[src/rtl/gpio_pkg.sv]
// ----------------------------------------------------------------------------
// gpio_pkg: shared types and constants of the GPIO port
// Register select codes, transaction kinds, pad register slots and the
// interrupt configuration bundle.
// ----------------------------------------------------------------------------
package gpio_pkg;

   localparam int DATA_W = 8;
   localparam int SEL_W  = 5;
   localparam int PAD_W  = 3;

   typedef logic [DATA_W-1:0] byte_type;

   // Transaction kind carried by every request
   typedef enum logic [1:0] {
      ACT_TICK  = 2'd0,
      ACT_READ  = 2'd1,
      ACT_WRITE = 2'd2,
      ACT_NOP   = 2'd3
   } action_type;

   // Register map
   localparam logic [SEL_W-1:0] REG_DATA      = 5'd0;
   localparam logic [SEL_W-1:0] REG_DIR       = 5'd1;
   localparam logic [SEL_W-1:0] REG_SENSE     = 5'd2;
   localparam logic [SEL_W-1:0] REG_BOTH      = 5'd3;
   localparam logic [SEL_W-1:0] REG_EVENT     = 5'd4;
   localparam logic [SEL_W-1:0] REG_ENABLE    = 5'd5;
   localparam logic [SEL_W-1:0] REG_RAW       = 5'd6;
   localparam logic [SEL_W-1:0] REG_MASKED    = 5'd7;
   localparam logic [SEL_W-1:0] REG_CLEAR     = 5'd8;
   localparam logic [SEL_W-1:0] REG_PAD_FIRST = 5'd9;
   localparam logic [SEL_W-1:0] REG_PAD_LAST  = 5'd16;

   // Pad register slots with a function beyond storage
   localparam int PAD_REGS       = 8;
   localparam int PAD_OPEN_DRAIN = 2;
   localparam int PAD_DIGITAL_EN = 7;

   // Interrupt mode bits handed to the detector
   typedef struct packed {
      byte_type level_sense;
      byte_type both_edges;
      byte_type event_polarity;
   } irq_cfg_type;

endpackage

[src/rtl/gpio_req_if.sv]
// ----------------------------------------------------------------------------
// gpio_req_if: request channel of the GPIO port
// Valid/ready handshake carrying a tick, a bus read, a bus write or a no-op.
// ----------------------------------------------------------------------------
interface gpio_req_if;
   logic                 valid;
   logic                 ready;
   gpio_pkg::action_type action;
   logic [4:0]           reg_sel;
   logic [7:0]           access_mask;
   logic [7:0]           write_data;
   logic [7:0]           pin_levels;

   modport source (
      output valid, action, reg_sel, access_mask, write_data, pin_levels,
      input  ready
   );
   modport sink (
      input  valid, action, reg_sel, access_mask, write_data, pin_levels,
      output ready
   );
endinterface

[src/rtl/gpio_rsp_if.sv]
// ----------------------------------------------------------------------------
// gpio_rsp_if: response channel of the GPIO port
// Valid/ready handshake carrying read data and the pad/interrupt outputs.
// ----------------------------------------------------------------------------
interface gpio_rsp_if;
   logic       valid;
   logic       ready;
   logic [7:0] read_data;
   logic [7:0] pin_drive;
   logic [7:0] pin_drive_enable;
   logic       interrupt_request;

   modport source (
      output valid, read_data, pin_drive, pin_drive_enable, interrupt_request,
      input  ready
   );
   modport sink (
      input  valid, read_data, pin_drive, pin_drive_enable, interrupt_request,
      output ready
   );
endinterface

[src/rtl/gpio_irq_detect.sv]
// ----------------------------------------------------------------------------
// gpio_irq_detect: per-pin interrupt status update on a tick
// Level pins follow the selected level; edge pins latch rising, falling or
// any change until cleared.
// ----------------------------------------------------------------------------
module gpio_irq_detect (
   input  gpio_pkg::byte_type    levels,
   input  gpio_pkg::byte_type    prev_levels,
   input  gpio_pkg::byte_type    raw_status,
   input  gpio_pkg::irq_cfg_type cfg,
   output gpio_pkg::byte_type    raw_next
);
   import gpio_pkg::*;

   byte_type rise;
   byte_type fall;
   byte_type edge_hit;
   byte_type level_hit;

   // edge detection against the previous sample
   assign rise = levels & ~prev_levels;
   assign fall = ~levels & prev_levels;

   assign edge_hit = (cfg.both_edges & (rise | fall))
                   | (~cfg.both_edges & cfg.event_polarity & rise)
                   | (~cfg.both_edges & ~cfg.event_polarity & fall);

   // level mode: status equals match of level and polarity
   assign level_hit = ~(levels ^ cfg.event_polarity);

   // edge bits are sticky, level bits are recomputed
   assign raw_next = ((raw_status | edge_hit) & ~cfg.level_sense)
                   | (level_hit & cfg.level_sense);

endmodule

[src/rtl/gpio_port_with_pin_interrupts_unit.sv]
// ----------------------------------------------------------------------------
// gpio_port_with_pin_interrupts_unit: GPIO port with per-pin interrupts
// The response is valid in the cycle after request acceptance.
// Throughput: one transaction per cycle; the response register decouples
// the sides, so a request is taken whenever the response slot is free or
// being drained in the same cycle.
// Reset: synchronous; state, pad settings and status clear; payload holds.
// ----------------------------------------------------------------------------
module gpio_port_with_pin_interrupts_unit #(
   parameter int PIN_COUNT = 8
) (
   input  logic       clock,
   input  logic       reset,
   gpio_req_if.sink   req_if,
   gpio_rsp_if.source rsp_if
);
   import gpio_pkg::*;

   localparam byte_type LIVE_PINS = (PIN_COUNT >= DATA_W) ? {DATA_W{1'b1}} :
                                    DATA_W'((64'd1 << PIN_COUNT) - 64'd1);

   // architectural state
   byte_type output_latch_ff,    output_latch_in;
   byte_type direction_ff,       direction_in;
   byte_type level_sense_ff,     level_sense_in;
   byte_type both_edges_ff,      both_edges_in;
   byte_type event_polarity_ff,  event_polarity_in;
   byte_type irq_enable_ff,      irq_enable_in;
   byte_type raw_status_ff,      raw_status_in;
   byte_type prev_levels_ff,     prev_levels_in;
   byte_type pad_ff [PAD_REGS];
   logic     pad_we;

   // response register
   logic     rsp_valid_ff,       rsp_valid_in;
   byte_type read_data_ff,       read_data_in;
   byte_type pin_drive_ff,       pin_drive_in;
   byte_type drive_enable_ff,    drive_enable_in;
   logic     irq_ff,             irq_in;

   logic        accept;
   byte_type    wr_val;
   byte_type    levels;
   byte_type    raw_tick;
   irq_cfg_type irq_cfg;
   logic [SEL_W-1:0] pad_off;
   logic [PAD_W-1:0] pad_idx;

   // handshake
   assign req_if.ready = !rsp_valid_ff || rsp_if.ready;
   assign accept       = req_if.valid && req_if.ready;

   assign wr_val  = req_if.write_data & LIVE_PINS;
   assign levels  = req_if.pin_levels & LIVE_PINS;
   assign pad_off = req_if.reg_sel - REG_PAD_FIRST;
   assign pad_idx = pad_off[PAD_W-1:0];

   // interrupt status update on tick
   assign irq_cfg = '{level_sense:    level_sense_ff,
                      both_edges:     both_edges_ff,
                      event_polarity: event_polarity_ff};

   gpio_irq_detect u_irq_detect (
      .levels      (levels),
      .prev_levels (prev_levels_ff),
      .raw_status  (raw_status_ff),
      .cfg         (irq_cfg),
      .raw_next    (raw_tick)
   );

   // next state for ticks and bus writes
   always_comb begin
      output_latch_in   = output_latch_ff;
      direction_in      = direction_ff;
      level_sense_in    = level_sense_ff;
      both_edges_in     = both_edges_ff;
      event_polarity_in = event_polarity_ff;
      irq_enable_in     = irq_enable_ff;
      raw_status_in     = raw_status_ff;
      prev_levels_in    = prev_levels_ff;
      pad_we            = 1'b0;
      if (accept && req_if.action == ACT_TICK) begin
         raw_status_in  = raw_tick & LIVE_PINS;
         prev_levels_in = levels;
      end else if (accept && req_if.action == ACT_WRITE) begin
         unique case (req_if.reg_sel) inside
            REG_DATA: begin
               output_latch_in = (output_latch_ff & ~(req_if.access_mask & LIVE_PINS))
                               | (wr_val & req_if.access_mask);
            end
            REG_DIR:    direction_in      = wr_val;
            REG_SENSE:  level_sense_in    = wr_val;
            REG_BOTH:   both_edges_in     = wr_val;
            REG_EVENT:  event_polarity_in = wr_val;
            REG_ENABLE: irq_enable_in     = wr_val;
            REG_CLEAR:  raw_status_in     = raw_status_ff & ~wr_val;
            [REG_PAD_FIRST:REG_PAD_LAST]: pad_we = 1'b1;
            default: ;
         endcase
      end
   end

   // bus read decode, from state before the transaction
   always_comb begin
      read_data_in = '0;
      if (req_if.action == ACT_READ) begin
         unique case (req_if.reg_sel) inside
            REG_DATA: begin
               read_data_in = ((direction_ff & output_latch_ff)
                             | (~direction_ff & prev_levels_ff & pad_ff[PAD_DIGITAL_EN]))
                             & req_if.access_mask & LIVE_PINS;
            end
            REG_DIR:    read_data_in = direction_ff;
            REG_SENSE:  read_data_in = level_sense_ff;
            REG_BOTH:   read_data_in = both_edges_ff;
            REG_EVENT:  read_data_in = event_polarity_ff;
            REG_ENABLE: read_data_in = irq_enable_ff;
            REG_RAW:    read_data_in = raw_status_ff;
            REG_MASKED: read_data_in = raw_status_ff & irq_enable_ff;
            [REG_PAD_FIRST:REG_PAD_LAST]: read_data_in = pad_ff[pad_idx];
            default:    read_data_in = '0;
         endcase
      end
   end

   // pad outputs and interrupt line, from state after the transaction
   always_comb begin
      byte_type od_in;
      od_in = (pad_we && pad_idx == PAD_W'(PAD_OPEN_DRAIN)) ? wr_val
                                                            : pad_ff[PAD_OPEN_DRAIN];
      pin_drive_in    = output_latch_in;
      drive_enable_in = direction_in & ~(od_in & output_latch_in) & LIVE_PINS;
      irq_in          = |(raw_status_in & irq_enable_in);
   end

   // response slot occupancy
   assign rsp_valid_in = accept || (rsp_valid_ff && !rsp_if.ready);

   // control state
   always_ff @(posedge clock) begin
      if (reset) begin
         output_latch_ff   <= '0;
         direction_ff      <= '0;
         level_sense_ff    <= '0;
         both_edges_ff     <= '0;
         event_polarity_ff <= '0;
         irq_enable_ff     <= '0;
         raw_status_ff     <= '0;
         prev_levels_ff    <= '0;
         rsp_valid_ff      <= 1'b0;
      end else begin
         output_latch_ff   <= output_latch_in;
         direction_ff      <= direction_in;
         level_sense_ff    <= level_sense_in;
         both_edges_ff     <= both_edges_in;
         event_polarity_ff <= event_polarity_in;
         irq_enable_ff     <= irq_enable_in;
         raw_status_ff     <= raw_status_in;
         prev_levels_ff    <= prev_levels_in;
         rsp_valid_ff      <= rsp_valid_in;
      end
   end

   // pad settings file
   always_ff @(posedge clock) begin
      if (reset) begin
         for (int i = 0; i < PAD_REGS; i++) begin
            pad_ff[i] <= '0;
         end
      end else if (pad_we) begin
         pad_ff[pad_idx] <= wr_val;
      end
   end

   // response payload, loaded on acceptance
   always_ff @(posedge clock) begin
      if (accept) begin
         read_data_ff    <= read_data_in;
         pin_drive_ff    <= pin_drive_in;
         drive_enable_ff <= drive_enable_in;
         irq_ff          <= irq_in;
      end
   end

   assign rsp_if.valid             = rsp_valid_ff;
   assign rsp_if.read_data         = read_data_ff;
   assign rsp_if.pin_drive         = pin_drive_ff;
   assign rsp_if.pin_drive_enable  = drive_enable_ff;
   assign rsp_if.interrupt_request = irq_ff;

endmodule

[src/flat_wrapper.sv]
// flat-port wrapper written by rule: the top's interface ports become plain ports
module gpio_port_with_pin_interrupts_unit_flat import gpio_pkg::*;
#(
   parameter int PIN_COUNT = 8
)
  (clock, reset, req_if_valid, req_if_action, req_if_reg_sel, req_if_access_mask, req_if_write_data, req_if_pin_levels, req_if_ready, rsp_if_valid, rsp_if_read_data, rsp_if_pin_drive, rsp_if_pin_drive_enable, rsp_if_interrupt_request, rsp_if_ready);
  gpio_req_if req_if_i ();
  gpio_rsp_if rsp_if_i ();
  input  logic clock;
  input  logic reset;
  input wire logic [$bits(req_if_i.valid)-1:0] req_if_valid;
  input wire logic [$bits(req_if_i.action)-1:0] req_if_action;
  input wire logic [$bits(req_if_i.reg_sel)-1:0] req_if_reg_sel;
  input wire logic [$bits(req_if_i.access_mask)-1:0] req_if_access_mask;
  input wire logic [$bits(req_if_i.write_data)-1:0] req_if_write_data;
  input wire logic [$bits(req_if_i.pin_levels)-1:0] req_if_pin_levels;
  output wire logic [$bits(req_if_i.ready)-1:0] req_if_ready;
  output wire logic [$bits(rsp_if_i.valid)-1:0] rsp_if_valid;
  output wire logic [$bits(rsp_if_i.read_data)-1:0] rsp_if_read_data;
  output wire logic [$bits(rsp_if_i.pin_drive)-1:0] rsp_if_pin_drive;
  output wire logic [$bits(rsp_if_i.pin_drive_enable)-1:0] rsp_if_pin_drive_enable;
  output wire logic [$bits(rsp_if_i.interrupt_request)-1:0] rsp_if_interrupt_request;
  input wire logic [$bits(rsp_if_i.ready)-1:0] rsp_if_ready;
  assign req_if_i.valid = req_if_valid;
  assign req_if_i.action = req_if_action;
  assign req_if_i.reg_sel = req_if_reg_sel;
  assign req_if_i.access_mask = req_if_access_mask;
  assign req_if_i.write_data = req_if_write_data;
  assign req_if_i.pin_levels = req_if_pin_levels;
  assign req_if_ready = req_if_i.ready;
  assign rsp_if_valid = rsp_if_i.valid;
  assign rsp_if_read_data = rsp_if_i.read_data;
  assign rsp_if_pin_drive = rsp_if_i.pin_drive;
  assign rsp_if_pin_drive_enable = rsp_if_i.pin_drive_enable;
  assign rsp_if_interrupt_request = rsp_if_i.interrupt_request;
  assign rsp_if_i.ready = rsp_if_ready;
  gpio_port_with_pin_interrupts_unit #(.PIN_COUNT(PIN_COUNT)) u_core (.clock(clock), .reset(reset), .req_if(req_if_i), .rsp_if(rsp_if_i));
endmodule
[config.mk]
export PLATFORM = sky130hd
export DESIGN_NAME = gpio_port_with_pin_interrupts_unit_flat
export DESIGN_NICKNAME = d
export VERILOG_FILES = /design/src/rtl/gpio_pkg.sv /design/src/rtl/gpio_req_if.sv /design/src/rtl/gpio_rsp_if.sv /design/src/rtl/gpio_irq_detect.sv /design/src/rtl/gpio_port_with_pin_interrupts_unit.sv /design/src/flat_wrapper.sv
export SDC_FILE = /design/constraint.sdc
export NUM_CORES = 1
export LEC_CHECK = 0
export BUFFER_PORTS_ARGS = -buffer_cell sky130_fd_sc_hd__buf_2
export CORE_MARGIN = 5
export CORE_UTILIZATION = 25
export DETAILED_ROUTE_END_ITERATION = 10
export GPL_TIMING_DRIVEN = 1
export PLACE_DENSITY = 0.41
export SETUP_SLACK_MARGIN = 0.5
export SYNTH_ARGS = -nofsm -noshare
export SYNTH_HDL_FRONTEND = slang
export SYNTH_SLANG_ARGS = --single-unit
[constraint.sdc]
create_clock -name clock -period 4 [get_ports clock]
set_input_delay 0.8 -clock clock [delete_from_list [all_inputs] [get_ports clock]]
set_output_delay 0.8 -clock clock [all_outputs]
set_load 0.02 [all_outputs]
==> run metrics <==
I/O Buffers 61; Congestion Overflow GR 0; total power roughly 3800 uW; RR Startpoint u_core.rsp_if.valid$_SDFF_PP0_; Total GRT Usage 0.143; Rel. slew slack 0.188; cell taking the most area after synthesis edfxtp_1; Pleak approximately 0.0036 uW; CP startpoint req_if_reg_sel[1]; Post-DP HPWL approximately 18 mm; min Tclk post-route between 3000 and 4000 ps; Hold Path Class flop to flop; setup repair bufs after CTS 0; number of buffers created by CTS 17; Tcrit/Tclk final 0.775; Startpoint Class input pin; DRC 0; Critical-path top delay cell nor4_1; Pre-Repair DR Iteration Count 5; worst clock skew around 7.3 ps; placer congestion estimate 0.804; Final Hold Vio Count 0; synth unique cells 46; first-pass GRT wire length between 30 and 40 mm; Max stage delay on crit path 820 ps; Clk Latency, worst-skew pair roughly 430 ps; # IOs 62; Synth Instances about 730; crit path cell chain buf_2, inv_1, ha_1, and4bb_2, a31oi_4, nor2b_2, nand2_1, nor4_1, or2_2; starting density of the core 0.254; CP arrival about 3200 ps; Hold Buf Count CTS 0; top post-synthesis cells by area edfxtp_1 (34%), dfxtp_1 (17%), and2_1 (7.7%); core area 0.0307 mm2; initial drt markers 364; vias per std cell 4.73; post-cts gate resize count 0; required time of the critical path 4120 ps; Post-synth EDFFs between 80 and 90; Pwr Density between 400 and 500 mW/mm2; Worst-path clk slew around 60 ps; max cap viols 0; initial antenna violation count 2; largest buffer count on any clock path 2; RSZ-0062 raised after global routing false; Hold WS 490 ps; commonest cells in the netlist and2_1 (96), edfxtp_1 (89), nand2_1 (83); placed inst area around 0.0086 mm2; crit path kind input pin to flop; root buf cell clkbuf_16; Syn Area/Cell between 10 and 15 um2; CP Max Fanout 9; fraction of registers with async set/reset 0; die width ~190 um; layout cell share with drive strength beyond 1 0.229; Slew @ Worst Pin 1210 ps; setup violators final 0; clock tree from TritonCTS yes; cell with the most instances after synthesis and2_1; Post-Route WL about 25 mm; Seq cells post-synth between 150 and 200; mapped cell area around 0.0078 mm2; area delta synth->final 18.2%; crit path capture type flop; Slew Limit Fails 0; Synth Flop Type edfxtp_1; diodes inserted 0; final instance area roughly 0.0092 mm2; Hold Crit Start u_core.level_sense_ff[1]$_SDFFE_PP0P_; H-tree levels 4; area of the die 0.0348 mm2; vias in the first global route 5564; outcome complete, no violations; number of vias in the routed layout 5640; Die H about 190 um; Avg WL per Cell 21.0 um; Layout Nets 839; largest net degree at the start of global routing 36; Synthesized Nets between 700 and 800; post-synthesis sequential area ratio 0.510; row count 64; Warnings, synthesis 0; worst vdd ir between 0.2 and 0.25 mV; clock sinks 154; Detail Route Antenna Nets 0; fmax 322 MHz; setup TNS 0 ps; Yosys top cell area share 0.343
[sequential cells by signal (all words and copies together), names as in the netlist]
| signal | count |
|---|---|
| u_core.rsp_if.interrupt_request | 1 |
| u_core.irq_enable_ff | 8 |
| u_core.rsp_if.valid | 1 |
| u_core.event_polarity_ff | 8 |
| u_core.rsp_if.pin_drive_enable | 8 |
| u_core.output_latch_ff | 8 |
| u_core.level_sense_ff | 8 |
| u_core.both_edges_ff | 8 |
| u_core.prev_levels_ff | 8 |
| u_core.pad_ff | 64 |
| u_core.rsp_if.pin_drive | 8 |
| u_core.rsp_if.read_data | 8 |
| u_core.raw_status_ff | 8 |
| u_core.direction_ff | 8 |
[placed cells by master, fill, tap and decap left out, types with 9 or more instances in the layout]
cell / netlist / final
and2_1: 96 / 96
edfxtp_1: 89 / 89
nand2_1: 83 / 83
dfxtp_1: 65 / 65
buf_2: 2 / 61
nor2_1: 45 / 45
a21oi_1: 42 / 42
nand3_1: 26 / 26
mux2i_1: 25 / 25
mux2_2: 24 / 24
inv_1: 21 / 21
ha_1: 21 / 21
a22oi_1: 20 / 20
clkbuf_16: 0 / 17
buf_4: 0 / 17
o21ai_0: 16 / 16
a221oi_1: 12 / 12
a31o_2: 12 / 12
mux4_2: 10 / 10
xor2_1: 9 / 9
[layout make-up]
type                       instances  area (um2)
fill                            3196       21500
clock buffer                      20         437
tap                              396         495
sequential                       154        3970
clock inverter                    12         220
timing repair buffer              78         433
inverter                          22        82.6
multi-input combinational        510        3570
[stage by stage]
stage          worst slack [ps]  cells  utilization
3_5_place_dp                403   1160        0.279
6_report                    899   1192        0.300
3_3_place_gp                502   1160        0.279
4_1_cts                     835   1192        0.300
5_1_grt                     615   1192        0.300
2_1_floorplan               709    728            -
[critical path, delay by kind of cell]
| kind | cells | cell delay (ps) |
|---|---|---|
| simple gates | 5 | 1820 |
| buf+inv | 2 | 220 |
| compound gates | 1 | 60 |
| fa+ha+maj | 1 | 300 |
[cells by family after synthesis]
| kind of cell | Yosys count | share of synthesized area |
|---|---|---|
| flip-flops | 154 | 0.510 |
| adder cells (fa/ha/maj) | 21 | 0.0337 |
| AO/OA/AOI/OAI | 132 | 0.117 |
| AND/OR/NAND/NOR | 280 | 0.184 |
| buffers and inverters | 64 | 0.0331 |
| XOR/XNOR | 10 | 0.0112 |
| multiplexers | 67 | 0.111 |
[metal layers]
| layer | GRT usage | vias up | part of all wire |
|---|---|---|---|
| met5 | 0 | - | 0.00032 |
| met2 | 0.218 | 129 | 0.45 |
| met3 | 0.0284 | 26 | 0.042 |
| met1 | 0.203 | 2762 | 0.49 |
| met4 | 0.0476 | 2 | 0.020 |
| li1 | - | 2721 | - |
[where the power goes]
group / internal (uW) / switching, uW / leakage (uW)
sequential: 1710 / 18.0 / 0.00146
combinational: 89.3 / 187 / 0.00179
clock: 1170 / 665 / 0.000308
total: 2960 / 871 / 0.00356
[worst paths after layout]
kind                                                    end  slack [ps]  cells past startpoint
setup / recovery          u_core.pad_ff[6][5]$_SDFFCE_PN0P_         900                      9
hold / removal        u_core.level_sense_ff[1]$_SDFFE_PP0P_         490                      2
setup reg to reg  u_core.rsp_if.interrupt_request$_DFFE_PP_        1290                      6
hold reg to reg       u_core.level_sense_ff[1]$_SDFFE_PP0P_         490                      2
No activity file was read; power rests on OpenSTA's default activity.
